**config.mk**
```make
export PLATFORM = sky130hd
export DESIGN_NAME = next_combination_generator
export DESIGN_NICKNAME = d
export VERILOG_FILES = /design/src/ncg_pkg.sv /design/src/ncg_ctrl.sv /design/src/ncg_datapath.sv /design/src/next_combination_generator.sv
export SDC_FILE = /design/constraint.sdc
export NUM_CORES = 1
export LEC_CHECK = 0
export BUFFER_PORTS_ARGS = -buffer_cell sky130_fd_sc_hd__buf_2
export CORE_MARGIN = 2
export CORE_UTILIZATION = 60
export CTS_CLUSTER_DIAMETER = 60
export CTS_CLUSTER_SIZE = 28
export DETAILED_ROUTE_END_ITERATION = 10
export GPL_ROUTABILITY_DRIVEN = 0
export PLACE_DENSITY = 0.78
export SETUP_SLACK_MARGIN = 0.3
export SLEW_MARGIN = 20
export SYNTH_ARGS = -nofsm -noshare
export SYNTH_HDL_FRONTEND = slang
export SYNTH_SLANG_ARGS = --single-unit
```
**constraint.sdc**
```tcl
create_clock -name clock -period 9.75 [get_ports clock]
set_clock_uncertainty 0.05 [all_clocks]
set_input_delay 1.95 -clock clock [delete_from_list [all_inputs] [get_ports clock]]
set_output_delay 1.95 -clock clock [all_outputs]
set_load 0.05 [all_outputs]
```
**src/ncg_pkg.sv**
```systemverilog
// ----------------------------------------------------------------------------
// ncg_pkg
// Shared types and constants for the next combination generator: register
// indexes, default sizes, controller states and the command/status bundles.
// ----------------------------------------------------------------------------
package ncg_pkg;

   localparam int MAX_SELECT_DEF = 16;
   localparam int MAX_SET_DEF    = 256;

   // fixed field widths
   localparam int SLOT_W  = 4;
   localparam int INDEX_W = 8;
   localparam int SEL_W   = 5;
   localparam int SET_W   = 9;
   localparam int CSR_IDX_W  = 1;
   localparam int CSR_DATA_W = 9;

   // largest k the result channel can carry
   localparam int SLOT_LIMIT = 16;

   // configuration register indexes
   localparam logic [CSR_IDX_W-1:0] CSR_SELECT_COUNT = 1'd0;
   localparam logic [CSR_IDX_W-1:0] CSR_SET_SIZE     = 1'd1;

   localparam logic [SEL_W-1:0] SELECT_COUNT_RST = 5'd1;
   localparam logic [SET_W-1:0] SET_SIZE_RST     = 9'd16;

   typedef enum logic [2:0] {
      ST_IDLE   = 3'b001,
      ST_SEARCH = 3'b010,
      ST_EMIT   = 3'b100
   } ncg_state_type;

   typedef struct packed {
      logic load;         // reload 0..k-1 and start emitting
      logic search_init;  // start the search at the last position
      logic search_step;  // one search position this cycle
      logic emit;         // send one result beat this cycle
   } ncg_cmd_type;

   typedef struct packed {
      logic hit;          // current search position can advance
      logic pos_zero;     // search sits at position 0
      logic emit_last;    // current beat is the final position
      logic out_free;     // result register can take a beat
   } ncg_status_type;

endpackage

```
**src/ncg_ctrl.sv**
```systemverilog
// ----------------------------------------------------------------------------
// ncg_ctrl
// Controller: accepts step requests, keeps the started flag and sequences the
// datapath through search and emit phases.
// ----------------------------------------------------------------------------
module ncg_ctrl
   import ncg_pkg::*;
(
   input  logic           clock,
   input  logic           reset,
   input  logic           req_valid,
   output logic           req_ready,
   input  logic           req_restart,
   input  ncg_status_type status,
   output ncg_cmd_type    cmd
);

   ncg_state_type state_ff, state_in;
   logic          started_ff, started_in;
   logic          accept;

   assign req_ready = (state_ff == ST_IDLE);
   assign accept    = req_valid && req_ready;

   always_comb begin
      state_in   = state_ff;
      started_in = started_ff;
      cmd        = '0;
      case (state_ff)
         ST_IDLE: begin
            if (accept) begin
               if (req_restart || !started_ff) begin
                  cmd.load   = 1'b1;
                  started_in = 1'b1;
                  state_in   = ST_EMIT;
               end else begin
                  cmd.search_init = 1'b1;
                  state_in        = ST_SEARCH;
               end
            end
         end
         ST_SEARCH: begin
            cmd.search_step = 1'b1;
            if (status.hit || status.pos_zero) begin
               state_in = ST_EMIT;
            end
         end
         ST_EMIT: begin
            cmd.emit = status.out_free;
            if (status.out_free && status.emit_last) begin
               state_in = ST_IDLE;
            end
         end
         default: begin
            state_in = ST_IDLE;
         end
      endcase
   end

   always_ff @(posedge clock) begin
      if (reset) begin
         state_ff   <= ST_IDLE;
         started_ff <= 1'b0;
      end else begin
         state_ff   <= state_in;
         started_ff <= started_in;
      end
   end

endmodule

```
**src/ncg_datapath.sv**
```systemverilog
// ----------------------------------------------------------------------------
// ncg_datapath
// Datapath: combination store, search pointer, refill counter and the result
// register. Positions from the advance point onward are rewritten while they
// are emitted.
// ----------------------------------------------------------------------------
module ncg_datapath
   import ncg_pkg::*;
#(
   parameter int KMAX = MAX_SELECT_DEF,
   localparam int IW  = (KMAX > 1) ? $clog2(KMAX) : 1
)
(
   input  logic               clock,
   input  logic               reset,
   input  ncg_cmd_type        cmd,
   output ncg_status_type     status,
   input  logic [IW-1:0]      km1,
   input  logic [SET_W-1:0]   n_eff,
   input  logic               rsp_ready,
   output logic               rsp_valid,
   output logic [SLOT_W-1:0]  rsp_slot,
   output logic [INDEX_W-1:0] rsp_chosen_index,
   output logic               rsp_last_of_step,
   output logic               rsp_exhausted
);

   logic [INDEX_W-1:0] store_ff [KMAX];

   logic [IW-1:0]      pos_ff, pos_in;
   logic [IW-1:0]      idx_ff, idx_in;
   logic [IW-1:0]      adv_ff, adv_in;
   logic [INDEX_W-1:0] run_ff, run_in;
   logic               exh_ff, exh_in;

   logic               rsp_valid_ff, rsp_valid_in;
   logic [SLOT_W-1:0]  rsp_slot_ff, rsp_slot_in;
   logic [INDEX_W-1:0] rsp_index_ff, rsp_index_in;
   logic               rsp_last_ff, rsp_last_in;
   logic               rsp_exh_ff, rsp_exh_in;

   logic [IW-1:0]      rd_addr;
   logic [INDEX_W-1:0] rd_data;
   logic [IW-1:0]      pos_gap;
   logic [9:0]         need;
   logic               use_run;
   logic [INDEX_W-1:0] beat_value;
   logic               wr_en;

   assign rd_addr = cmd.search_step ? pos_ff : idx_ff;
   assign rd_data = store_ff[rd_addr];

   // position can advance when value + distance from end + 2 <= n
   assign pos_gap = km1 - pos_ff;
   assign need    = {2'b00, rd_data} + 10'(pos_gap) + 10'd2;

   assign status.hit       = (need <= {1'b0, n_eff});
   assign status.pos_zero  = (pos_ff == '0);
   assign status.emit_last = (idx_ff == km1);
   assign status.out_free  = !rsp_valid_ff || rsp_ready;

   assign use_run    = !exh_ff && (idx_ff >= adv_ff);
   assign beat_value = use_run ? run_ff : rd_data;
   assign wr_en      = cmd.emit && use_run;

   always_comb begin
      pos_in = pos_ff;
      idx_in = idx_ff;
      adv_in = adv_ff;
      run_in = run_ff;
      exh_in = exh_ff;
      if (cmd.load) begin
         idx_in = '0;
         adv_in = '0;
         run_in = '0;
         exh_in = 1'b0;
      end else if (cmd.search_init) begin
         pos_in = km1;
      end else if (cmd.search_step) begin
         if (status.hit) begin
            adv_in = pos_ff;
            run_in = rd_data + 8'd1;
            exh_in = 1'b0;
            idx_in = '0;
         end else if (status.pos_zero) begin
            exh_in = 1'b1;
            idx_in = '0;
         end else begin
            pos_in = pos_ff - IW'(1);
         end
      end else if (cmd.emit) begin
         idx_in = idx_ff + IW'(1);
         if (use_run) begin
            run_in = run_ff + 8'd1;
         end
      end
   end

   always_comb begin
      rsp_valid_in = rsp_valid_ff;
      rsp_slot_in  = rsp_slot_ff;
      rsp_index_in = rsp_index_ff;
      rsp_last_in  = rsp_last_ff;
      rsp_exh_in   = rsp_exh_ff;
      if (cmd.emit) begin
         rsp_valid_in = 1'b1;
         rsp_slot_in  = SLOT_W'(idx_ff);
         rsp_index_in = beat_value;
         rsp_last_in  = status.emit_last;
         rsp_exh_in   = exh_ff;
      end else if (rsp_ready) begin
         rsp_valid_in = 1'b0;
      end
   end

   always_ff @(posedge clock) begin
      if (wr_en) begin
         store_ff[idx_ff] <= run_ff;
      end
   end

   always_ff @(posedge clock) begin
      if (reset) begin
         rsp_valid_ff <= 1'b0;
      end else begin
         rsp_valid_ff <= rsp_valid_in;
      end
      pos_ff       <= pos_in;
      idx_ff       <= idx_in;
      adv_ff       <= adv_in;
      run_ff       <= run_in;
      exh_ff       <= exh_in;
      rsp_slot_ff  <= rsp_slot_in;
      rsp_index_ff <= rsp_index_in;
      rsp_last_ff  <= rsp_last_in;
      rsp_exh_ff   <= rsp_exh_in;
   end

   assign rsp_valid        = rsp_valid_ff;
   assign rsp_slot         = rsp_slot_ff;
   assign rsp_chosen_index = rsp_index_ff;
   assign rsp_last_of_step = rsp_last_ff;
   assign rsp_exhausted    = rsp_exh_ff;

endmodule

```
**src/next_combination_generator.sv**
```systemverilog
// ----------------------------------------------------------------------------
// next_combination_generator
// Steps a k-subset of {0..n-1} through lexicographic order, one step per
// request beat, and streams the k indices of each step as result beats.
//
//   channel   direction  handshake             payload
//   req_      in         req_valid/req_ready   req_restart
//   rsp_      out        rsp_valid/rsp_ready   rsp_slot, rsp_chosen_index,
//                                              rsp_last_of_step, rsp_exhausted
//   csr_      in         csr_valid/csr_ready   csr_index, csr_wdata
//
// A load step goes straight to emitting the k beats; an advance first searches
// the store right to left, one position at a time, then emits the k beats.
// One request is in flight at a time; req_ready is high only while idle.
// Result beats leave one per cycle; rsp_ready low holds the emit sequence.
// Reset clears control and the registers to k=1, n=16; the store is not
// cleared and the first step after reset is always a load.
// ----------------------------------------------------------------------------
module next_combination_generator
   import ncg_pkg::*;
#(
   parameter int MAX_SELECT = MAX_SELECT_DEF,
   parameter int MAX_SET    = MAX_SET_DEF
)
(
   input  logic                  clock,
   input  logic                  reset,
   input  logic                  req_valid,
   output logic                  req_ready,
   input  logic                  req_restart,
   output logic                  rsp_valid,
   input  logic                  rsp_ready,
   output logic [SLOT_W-1:0]     rsp_slot,
   output logic [INDEX_W-1:0]    rsp_chosen_index,
   output logic                  rsp_last_of_step,
   output logic                  rsp_exhausted,
   input  logic                  csr_valid,
   output logic                  csr_ready,
   input  logic [CSR_IDX_W-1:0]  csr_index,
   input  logic [CSR_DATA_W-1:0] csr_wdata
);

   localparam int KMAX = (MAX_SELECT < SLOT_LIMIT) ? MAX_SELECT : SLOT_LIMIT;
   localparam int IW   = (KMAX > 1) ? $clog2(KMAX) : 1;

   logic [SEL_W-1:0] select_count_ff, select_count_in;
   logic [SET_W-1:0] set_size_ff, set_size_in;
   logic [SEL_W-1:0] k_sat;
   logic [IW-1:0]    km1;
   logic [SET_W-1:0] n_eff;

   ncg_cmd_type    cmd;
   ncg_status_type status;

   assign csr_ready = 1'b1;

   always_comb begin
      select_count_in = select_count_ff;
      set_size_in     = set_size_ff;
      if (csr_valid && csr_ready) begin
         case (csr_index)
            CSR_SELECT_COUNT: select_count_in = csr_wdata[SEL_W-1:0];
            CSR_SET_SIZE:     set_size_in     = csr_wdata[SET_W-1:0];
            default: begin
            end
         endcase
      end
   end

   always_ff @(posedge clock) begin
      if (reset) begin
         select_count_ff <= SELECT_COUNT_RST;
         set_size_ff     <= SET_SIZE_RST;
      end else begin
         select_count_ff <= select_count_in;
         set_size_ff     <= set_size_in;
      end
   end

   // k clamped to 1..KMAX, kept as k-1
   always_comb begin
      if (select_count_ff == '0) begin
         k_sat = 5'd1;
      end else if (32'(select_count_ff) > KMAX) begin
         k_sat = SEL_W'(KMAX);
      end else begin
         k_sat = select_count_ff;
      end
   end
   assign km1 = IW'(k_sat - 5'd1);

   // n clamped to 1..MAX_SET
   always_comb begin
      if (set_size_ff == '0) begin
         n_eff = 9'd1;
      end else if (32'(set_size_ff) > MAX_SET) begin
         n_eff = SET_W'(MAX_SET);
      end else begin
         n_eff = set_size_ff;
      end
   end

   ncg_ctrl u_ctrl (
      .clock       (clock),
      .reset       (reset),
      .req_valid   (req_valid),
      .req_ready   (req_ready),
      .req_restart (req_restart),
      .status      (status),
      .cmd         (cmd)
   );

   ncg_datapath #(
      .KMAX (KMAX)
   ) u_datapath (
      .clock            (clock),
      .reset            (reset),
      .cmd              (cmd),
      .status           (status),
      .km1              (km1),
      .n_eff            (n_eff),
      .rsp_ready        (rsp_ready),
      .rsp_valid        (rsp_valid),
      .rsp_slot         (rsp_slot),
      .rsp_chosen_index (rsp_chosen_index),
      .rsp_last_of_step (rsp_last_of_step),
      .rsp_exhausted    (rsp_exhausted)
   );

endmodule

```
==> impl_results.md, run 1 <==
* DP Worst Slack at 2.20 ns
* Most common cell after layout, fill and taps aside: edfxtp_1
* Yosys top cell area share at 0.490
* CTS resizes at 0
* Final setup margin at 1.98 ns
* Longest Clk Path Bufs at 2
* Die Wd at 126 um
* Max-Cap Viols at 0
* Synth Area per Inst at 11.6 um2
* Max-slew violations at 0
* Final setup TNS at 0 ns
* FF-to-FF Start: u_datapath.idx_ff[1]
* H-tree depth at 4
* Leading area contributor after synthesis: edfxtp_1
* Cells along the critical path: inv_1, mux2i_4, buf_4, nand2_1, a22oi_1, nand2_1, and3_1, a21oi_1, ha_1, a21oi_1, nor2b_1, or3_1, o211a_1, a2111o_1, ha_1, a21o_1, a21oi_1, nand4b_1, a21oi_1, nor2_1, or3_1, a31oi_1
* Power density cells at 216 mW/mm2
* Layout area overhead at 9.51%
* Clock sink count at between 150 and 200
* Rows at 44
* Slew @ Worst Pin at 1.05 ns
* Status: complete, no violations
* Max VDD drop at 0.160 mV
* Hold Startpoint: set_size_ff[0]
* Yosys cell types at 68
* Initial antenna violation count at 0
* IO buf count at 31
* Fin area at 0.00980 mm2
* Fillers at approximately 1,100
* Number of global-route vias before repair at about 6,500
* WL/cell at 22.8 um
* Initial core utilization at 0.616
* First-pass DRT Iterations at 8
* Slew HR at 0.288
* Reg clk slew, reported paths at 0.07 ns
* Worst skew pair latency at 0.44 ns
* First-pass GRT wire length at approximately 35 mm
* Vias per Instance at between 6 and 7
* # IOs at 33
* Placed inst area at 0.00922 mm2
* R2r setup slk at roughly 2 ns
* Root Buffer: clkbuf_16
* CTS tree: built
* Worst Setup End Kind: flip-flop
* Vias at 6,567
* Setup bufs post-CTS at 0
* Post-synth EDFFs at 146
* Leading post-synthesis cells by cell area: edfxtp_1 49%, dfxtp_1 8.1%, nand2_1 4.9%
* Leakage Power at 0.00353 uW
* Hpwl dp at 15.0 mm
* Largest net degree at the start of global routing at 34
* Iter 0 DRT Violations at roughly 1,200
* Hold buffer count at CTS at 0
* Routed Wire Length at 22.6 mm
* Critical path class: reg2reg
* FF-to-FF path depth at 22
* Worst hold endpoint: set_size_ff[0]
* FMAX at 129 MHz
* Congestion Overflow GR at 0
* Hold Path Class: reg2reg
* Async SR Flop Fraction at 0
* TritonCTS Buffers at 17
* Syn Nets at 819
* Seq/Total Area, Yosys at 0.570
* Final hold violations at 0
* Syn Inst Count at 773
* Most frequent cells in the layout: 146 x edfxtp_1, 118 x nand2_1, 57 x a21oi_1, 55 x nor2_1, 39 x mux2i_1
* NumNets Final at 841
* Maximum fanout along the worst path at 29
* Diode count at 0
* Synthesized area at 0.00895 mm2
* Core area at 0.0145 mm2
* Gr usage total at 0.291
* # setup viols final at 0
* CP Launch Type: flip-flop
* Slowest CP cell: mux2i_4
* Hold Crit Depth at 2
* Crit path largest cell delay at a little under 0.9 ns
* Die Area at 0.0159 mm2
* Flops & latches, synth at 182
* Crit path top cell by count: a21oi_1
* Period utilisation layout at 0.797
* Data arrival, critical path at between 8 and 9 ns
* RR Endpoint: u_datapath.run_ff[4]
* Post-route ant nets at 0
* Drt drc at 0
* Unrepaired setup endpoints after global routing: no
* Die Y at about 130 um
* Yosys warnings at 0
* Dominant synthesized flop cell: edfxtp_1
* Critical Path RT at 10.06 ns
* Layout cells sized above 1 at 0.134
* Final period demand of the worst path at between 7 and 8 ns
-- metal layers --
layer | GRT usage | share of wire | wire (um)
met1 | 0.373 | 0.38 | 8530
met2 | 0.451 | 0.46 | 10500
met3 | 0.0888 | 0.11 | 2510
met5 | 0 | 0 | 0
met4 | 0.148 | 0.046 | 1050
-- critical path, delay by kind of cell (launching register included) --
kind,cells,cell delay [ns]
buf+inv,2,0.70
fa+ha+maj,2,0.63
compound gates,9,2.84
simple gates,8,1.79
flops,1,0.76
mux,1,0.88
-- per-stage QoR --
step / util / hold WS, ns / std cells / total power [uW]
finish: 0.674 / 0.424 / 992 / 2120
global route: 0.674 / 0.441 / 992 / 2200
CTS: 0.674 / 0.419 / 992 / 2110
detailed placement: 0.634 / 0.411 / 960 / 1430
global placement: 0.634 / 0.393 / 960 / 1400
floorplan: - / 0.379 / 773 / 1290
-- sequential cells by signal, summed over array words and instances, names as in the netlist, 5 cells and up --
register and count:
set_size_ff 9, u_datapath.run_ff 8, select_count_ff 5, u_datapath.rsp_chosen_index 8, u_datapath.store_ff 128
-- kinds of logic after synthesis --
logic type | after synthesis | synth area share
simple gates | 262 | 0.133
flops | 182 | 0.570
compound gates | 158 | 0.119
buf+inv | 63 | 0.0350
mux | 61 | 0.0831
fa+ha+maj | 30 | 0.0436
xor+xnor | 16 | 0.0157
other cells | 1 | 0.000419
-- how the worst max path moves through the flow --
stage	slack [ns]	from	depth (start not counted)	to
2_1_floorplan	3.72	u_ctrl.state_ff[2]	22	u_datapath.run_ff[4]
3_3_place_gp	2.61	u_datapath.idx_ff[1]	22	u_datapath.run_ff[4]
3_5_place_dp	2.20	u_datapath.idx_ff[1]	22	u_datapath.run_ff[4]
4_1_cts	2.15	u_datapath.idx_ff[1]	22	u_datapath.run_ff[4]
5_1_grt	1.45	u_datapath.idx_ff[1]	22	u_datapath.run_ff[4]
6_report	1.98	u_datapath.idx_ff[1]	22	u_datapath.run_ff[4]
-- layout make-up --
| type | count | area, um2 | area share |
|---|---|---|---|
| clock inverter | 15 | 154 | 0.0157 |
| clock buffer | 17 | 425 | 0.0434 |
| timing repair buffer | 44 | 253 | 0.0258 |
| sequential | 182 | 5100 | 0.521 |
| tap | 184 | 230 | 0.0235 |
| inverter | 22 | 82.6 | 0.00843 |
| multi-input combinational | 528 | 3550 | 0.362 |
-- cells in the mapped netlist, types with 10 or more instances --
library cell  instances
ha_1                 28
a21oi_1              57
o21ai_0              15
dfxtp_1              36
nand3_1              19
inv_1                21
nor3_1               17
edfxtp_1            146
nor2b_1              10
nand2_1             118
nor2_1               56
clkbuf_1             14
a22oi_1              13
a21o_1               10
buf_2                13
mux2i_1              41
a31oi_1              12
-- where the power goes --
group          internal (uW)  switching, uW
clock                    378            303
sequential               871           43.9
combinational            203            321
total                   1450            668
Power figures use the tool's default switching activity.
==> run 2, diff against run 1 <==
==> constraint.sdc (replaced) <==
create_clock -name clock -period 8.1 [get_ports clock]
set_clock_uncertainty 0.05 [all_clocks]
set_input_delay 1.62 -clock clock [delete_from_list [all_inputs] [get_ports clock]]
set_output_delay 1.62 -clock clock [all_outputs]
set_load 0.05 [all_outputs]
==> run 2 against run 1 <==
Total power is 21% higher; sequential share of layout area decreased by 0.26 points; fmax grew 13%; worst hold slack improved by 0.011 ns; die area stayed put; register-to-register slack lost 0.74 ns; utilization is 0.34 points higher; non-clock buffer count is 7 higher; combinational power rose by 22%; critical path type unchanged; highest routed layer unchanged.
==> impl_results.md, run 2 (synthesized netlist as in run 1, its figures left out) <==
* Final setup TNS at 0 ns (unchanged)
* Die Area at 0.0159 mm2 (unchanged)
* CTS tree: built
* Iter 0 DRT Violations at 919 (-21%)
* WL/cell at 22.8 um (+0.21%)
* Max-slew violations at 0 (unchanged)
* Biggest register: u_datapath.store_ff
* Max-Cap Viols at 0 (unchanged)
* Vias per Instance at 6.65 (+0.42%)
* Critical path class: reg2reg
* H-tree depth at 4 (unchanged)
* Hpwl dp at 15.0 mm (+0.34%)
* TritonCTS Buffers at 17 (unchanged)
* Routed Wire Length at 22.8 mm (+0.92%)
* Period utilisation layout at 0.847 (+0.0500)
* Slew @ Worst Pin at 1.04 ns (-0.00347 ns)
* Congestion Overflow GR at 0 (unchanged)
* CTS resizes at 0 (unchanged)
* Most frequent cells in the layout: 146 x edfxtp_1, 118 x nand2_1, 57 x a21oi_1, 56 x nor2_1, 39 x mux2i_1
* Slew HR at 0.302 (+0.0147)
* Rows at 44 (unchanged)
* Unrepaired setup endpoints after global routing: no
* Setup bufs post-CTS at 0 (unchanged)
* Clock sink count at 182 (unchanged)
* Layout area overhead at 10.1%
* Status: complete, no violations
* Layout cells sized above 1 at 0.136 (+0.00253)
* NumNets Final at 848 (+0.83%)
* Drt drc at 0 (unchanged)
* Hold Path Class: reg2reg
* # IOs at 33 (unchanged)
* Max VDD drop at 0.163 mV (+1.7%)
* Reg clk slew, reported paths at 0.07 ns (about the same)
* Root Buffer: clkbuf_16
* Number of global-route vias before repair at 6,466 (-0.66%)
* Largest registers: u_datapath.store_ff: 128 flops, set_size_ff: 9 flops
* Longest Clk Path Bufs at 2 (unchanged)
* Maximum fanout along the worst path at 18 (-38%)
* Final period demand of the worst path at 6.86 ns (-0.910 ns)
* Worst skew pair latency at 0.43 ns (about the same)
* Max FFs per register at 128 (unchanged)
* FMAX at 146 MHz (+13%)
* Die Wd at 126 um (unchanged)
* Hold buffer count at CTS at 0 (unchanged)
* Placed inst area at 0.00927 mm2 (+0.57%)
* Final hold violations at 0 (unchanged)
* Post-route ant nets at 0 (unchanged)
* First-pass DRT Iterations at 6 (-2)
* Fin area at 0.00985 mm2 (+0.50%)
* Fillers at 1,057 (-0.75%)
* Power density cells at 260 mW/mm2 (+20%)
* CP Launch Type: flip-flop
* Data arrival, critical path at 7.17 ns (-0.91 ns)
* Leakage Power at 0.00357 uW (+1.1%)
* Initial core utilization at 0.616 (unchanged)
* # setup viols final at 0 (unchanged)
* IO buf count at 31 (unchanged)
* Vias at 6,641 (+1.1%)
* Core area at 0.0145 mm2 (unchanged)
* Worst Setup End Kind: flip-flop
* Diode count at 0 (unchanged)
* Largest net degree at the start of global routing at 36 (+5.9%)
* Most common cell after layout, fill and taps aside: edfxtp_1
* Gr usage total at 0.293 (+0.00175)
* Critical Path RT at 8.41 ns (-1.65 ns)
* Die Y at 126 um (unchanged)
* First-pass GRT wire length at 35.5 mm (+0.84%)
* Initial antenna violation count at 0 (unchanged)
-- run 2: changes by cell type in the layout (fill, tap and decap cells not counted) --
cell | before | now
buf_4 | 13 | 20
clkbuf_1 | 0 | 1
clkinv_1 | 2 | 4
clkinv_2 | 3 | 1
clkinvlp_2 | 1 | 0
clkinvlp_4 | 2 | 0
inv_6 | 2 | 4
nor2_1 | 55 | 56
nor2_2 | 1 | 0
-- run 2: area by class of cell --
cell class | instances | area (um2) | share of cell area
clock buffer | 18 | 429 | 0.0436
sequential | 182 | 5100 | 0.518
inverter | 22 | 82.6 | 0.00839
tap | 184 | 230 | 0.0234
timing repair buffer | 51 | 305 | 0.0310
clock inverter | 14 | 149 | 0.0151
multi-input combinational | 528 | 3550 | 0.360
-- run 2: power by group --
group,internal (uW),switching [uW]
Clock,458,363
Combinational,246,393
Sequential,1050,51.6
Total,1750,807
-- run 2: path summary, 6_finish.rpt --
kind                                to  depth (start not counted)  slack, ns            startpoint
setup / recovery  u_datapath.run_ff[4]                         23       1.24  u_datapath.pos_ff[0]
hold reg to reg         set_size_ff[0]                          2       0.43        set_size_ff[0]
hold / removal          set_size_ff[0]                          2       0.43        set_size_ff[0]
setup reg to reg  u_datapath.run_ff[4]                         23       1.24  u_datapath.pos_ff[0]
-- run 2: worst max-delay path, stage by stage (launching register included) --
cell	delay, ns
edfxtp_1	0.33
buf_4	0.22
nor4bb_1	0.59
a21o_1	0.66
a221oi_1	0.14
nor2_1	0.35
a21oi_1	0.18
ha_1	0.29
fa_1	0.41
a21o_1	0.20
a21oi_1	0.32
nor2b_1	0.10
or3_1	0.35
o211a_1	0.23
a2111o_1	0.40
ha_1	0.33
a21o_1	0.19
a21oi_1	0.17
nand4b_1	0.14
a21oi_1	0.20
buf_4	0.22
nor2_1	0.14
or3_1	0.39
a31oi_1	0.17
-- run 2: layer usage --
metal,vias to the layer above,track usage,routed length (um)
met4,0,0.117,825
met2,445,0.460,10700
met5,-,0,0
met3,86,0.0833,2410
li1,2927,-,-
met1,3183,0.388,8840
-- run 2: stage by stage --
step	setup WS, ns	hold WS, ns	instances	total power [uW]	utilization
final	1.24	0.435	999	2560	0.678
after global routing	0.914	0.460	999	2650	0.678
after CTS	1.41	0.437	999	2550	0.678
after detailed placement	1.47	0.426	967	1720	0.638
after global placement	1.67	0.392	967	1690	0.638
after floorplan	2.07	0.379	773	1560	-
==> run 3, diff against run 2 <==
--- a/config.mk
+++ b/config.mk
@@ -7,12 +7,12 @@
 export LEC_CHECK = 0
 export BUFFER_PORTS_ARGS = -buffer_cell sky130_fd_sc_hd__buf_2
 export CORE_MARGIN = 2
-export CORE_UTILIZATION = 60
+export CORE_UTILIZATION = 56
 export CTS_CLUSTER_DIAMETER = 60
 export CTS_CLUSTER_SIZE = 28
 export DETAILED_ROUTE_END_ITERATION = 10
 export GPL_ROUTABILITY_DRIVEN = 0
-export PLACE_DENSITY = 0.78
+export PLACE_DENSITY = 0.76
 export SETUP_SLACK_MARGIN = 0.3
 export SLEW_MARGIN = 20
 export SYNTH_ARGS = -nofsm -noshare
==> constraint.sdc (replaced) <==
create_clock -name clock -period 5.8 [get_ports clock]
set_clock_uncertainty 0.05 [all_clocks]
set_input_delay 1.16 -clock clock [delete_from_list [all_inputs] [get_ports clock]]
set_output_delay 1.16 -clock clock [all_outputs]
set_load 0.05 [all_outputs]
==> run 3 against run 2 <==
The run now ends with negative setup slack left; die area up 6.9%; worst hold slack got worse by 0.0066 ns; fmax rose by 18%; clock-buffer cell count is the same; critical path type unchanged; highest routed layer unchanged.
==> impl_results.md, run 3 (synthesized netlist as in run 1, its figures left out) <==
* Status: finished, violations left
* Violated checks: negative setup slack
* Largest registers: u_datapath.store_ff: 128 flops, set_size_ff: 9 flops
* Initial antenna violation count at 1 (+1)
* Sequential cell area at 0.00511 mm2 (+0.20%)
* Clock share of power at 0.303 (-0.018)
* Layout area overhead at 21.5%
* Worst Setup End Kind: flip-flop
* TritonCTS Buffers at 17 (unchanged)
* Critical path class: reg2reg
* FF-to-FF Start: u_ctrl.state_ff[0]
* Leakage Power at 0.00401 uW (+12%)
* Die Wd at 130 um (+3.4%)
* Initial core utilization at 0.567 (-0.0483)
* Period utilisation layout at 1.00 (+0.154)
* Layout cells sized above 1 at 0.259 (+0.123)
* Slew @ Worst Pin at 1.05 ns (+0.00354 ns)
* Most common cell after layout, fill and taps aside: edfxtp_1
* Worst skew pair latency at 0.44 ns (about the same)
* Congestion Overflow GR at 0 (unchanged)
* Max VDD drop at 0.220 mV (+35%)
* Slowest CP cell: a2111o_1
* Area of the multi-input gates at 0.00385 mm2 (+8.6%)
* Diode count at 0 (unchanged)
* FMAX at 172 MHz (+18%)
* Net Switching at 1230 uW (+52%)
* Placed cell count at 1,026 (+6.1%)
* Drt drc at 0 (unchanged)
* Largest net degree at the start of global routing at 28 (-22%)
* Power density cells at 360 mW/mm2 (+39%)
* CTS tree: built
* Gr usage total at 0.301 (+0.00818)
* WL/cell at 23.4 um (+2.5%)
* Critical Path RT at 6.08 ns (-2.33 ns)
* NumNets Final at 910 (+7.3%)
* Finished Layout Cells at 1,092 (+9.3%)
* # IOs at 33 (unchanged)
* First-pass DRT Iterations at 6 (unchanged)
* Die Y at 130 um (+3.4%)
* Longest Clk Path Bufs at 2 (unchanged)
* Number of global-route vias before repair at 6,670 (+3.2%)
* IO buf count at 31 (unchanged)
* Hold buffer count at CTS at 0 (unchanged)
* Maximum fanout along the worst path at 7 (-11)
* Unrepaired setup endpoints after global routing: yes
* Hold Path Class: reg2reg
* H-tree depth at 4 (unchanged)
* Final setup margin at -0.00878 ns (-1.24 ns)
* Vias at 7,087 (+6.7%)
* Final hold violations at 0 (unchanged)
* R2r setup slk at -0.009 ns (-1.24 ns)
* Post-route ant nets at 0 (unchanged)
* # setup viols final at 1 (+1)
* Max-Cap Viols at 0 (unchanged)
* Max FFs per register at 128 (unchanged)
* Crit path top cell by count: a21oi_2
* Biggest register: u_datapath.store_ff
* Die Area at 0.0170 mm2 (+6.9%)
* RR Endpoint: u_datapath.run_ff[7]
* Core area at 0.0158 mm2 (+8.5%)
* CP Launch Type: flip-flop
* Hpwl dp at 16.4 mm (+8.9%)
* Root Buffer: clkbuf_16
* Fillers at 1,074 (+1.6%)
* Final period demand of the worst path at 5.81 ns (-1.06 ns)
* Rows at 46 (+4.5%)
* Sequential Power Share at 0.390 (-0.040)
* Worst hold endpoint: u_ctrl.started_ff
* Reg clk slew, reported paths at 0.07 ns (about the same)
* Final setup TNS at -0.00878 ns (-0.00878 ns)
* Data arrival, critical path at 6.08 ns (-1.09 ns)
* Crit path largest cell delay at 0.43 ns (-0.23 ns)
* Sw frac at 0.314 (-0.00177)
* FF-to-FF path depth at 26 (+13%)
* Iter 0 DRT Violations at 962 (+4.7%)
* Int Pwr at 2690 uW (+53%)
* Hold Crit Depth at 2 (unchanged)
* Slew HR at 0.300 (-0.00237)
* Clock sink count at 182 (unchanged)
* Max-slew violations at 0 (unchanged)
* Vias per Instance at 6.49 (-2.4%)
* First-pass GRT wire length at 37.1 mm (+4.5%)
* Routed Wire Length at 25.5 mm (+12%)
* Combinational share of power at 0.307 (+0.057)
* Most frequent cells in the layout: 146 x edfxtp_1, 114 x nand2_1, 67 x buf_4, 52 x nor2_1, 47 x a21oi_1
* Hold Startpoint: u_ctrl.started_ff
==> run 3: critical path: cells and delay by family, from the launching register on <==
kind / cells / cell delay (ns)
compound gates: 12 / 2.30
fa+ha+maj: 3 / 0.91
buf+inv: 6 / 0.81
simple gates: 3 / 0.62
mux: 1 / 0.40
flops: 1 / 0.37
xor+xnor: 1 / 0.21
==> run 3: worst max path at each step <==
stage / startpoint / endpoint / slack [ns] / cells past startpoint
detailed placement: u_ctrl.state_ff[2] / u_datapath.run_ff[6] / -0.13 / 23
global route: u_ctrl.state_ff[0] / u_datapath.run_ff[7] / -0.12 / 27
CTS: u_ctrl.state_ff[2] / u_datapath.run_ff[2] / 0.23 / 26
finish: u_ctrl.state_ff[0] / u_datapath.run_ff[7] / -0.009 / 26
floorplan: u_ctrl.state_ff[0] / u_datapath.run_ff[4] / 0.29 / 25
global placement: u_ctrl.state_ff[2] / u_datapath.run_ff[6] / -0.07 / 23
==> run 3: layer usage <==
layer,global-route usage,vias to the layer above,part of all wire
met2,0.453,498,0.45
met1,0.405,3406,0.39
met5,0,-,0
li1,-,3070,-
met4,0.151,0,0.046
met3,0.0835,113,0.11
==> run 3: repair_timing <==
item,in CTS,in global routing
cloned,2,1
setup endpoints to repair,19,21
setup buffers,23,9
pin swaps,25,38
gates resized for setup,27,32
hold endpoints to repair,0,0
==> run 3: area by class of cell <==
cell class / count / area share
Clock buffer: 18 / 0.0395
Clock inverter: 13 / 0.0154
Inverter: 22 / 0.00760
Multi-Input combinational cell: 528 / 0.354
Sequential cell: 182 / 0.471
Tap cell: 216 / 0.0249
Timing Repair Buffer: 113 / 0.0877
==> run 3: power by group through the flow <==
| stage | logic (uW) | clock network [uW] | registers [uW] |
|---|---|---|---|
| floorplan | 645 | 0 | 1550 |
| global placement | 899 | 0 | 1550 |
| detailed placement | 926 | 0 | 1550 |
| CTS | 1060 | 1190 | 1520 |
| global route | 1280 | 1250 | 1530 |
| finish | 1200 | 1190 | 1530 |
==> run 3: per-stage QoR <==
step	setup slack (ns)	utilization	power (uW)	hold slack, ns	instance area, um2
floorplan	0.289	-	2190	0.379	9020
global placement	-0.0749	0.611	2440	0.397	9630
detailed placement	-0.130	0.611	2480	0.412	9630
global route	-0.118	0.689	4050	0.448	10900
finish	-0.00878	0.689	3920	0.428	10900
CTS	0.234	0.674	3760	0.430	10600
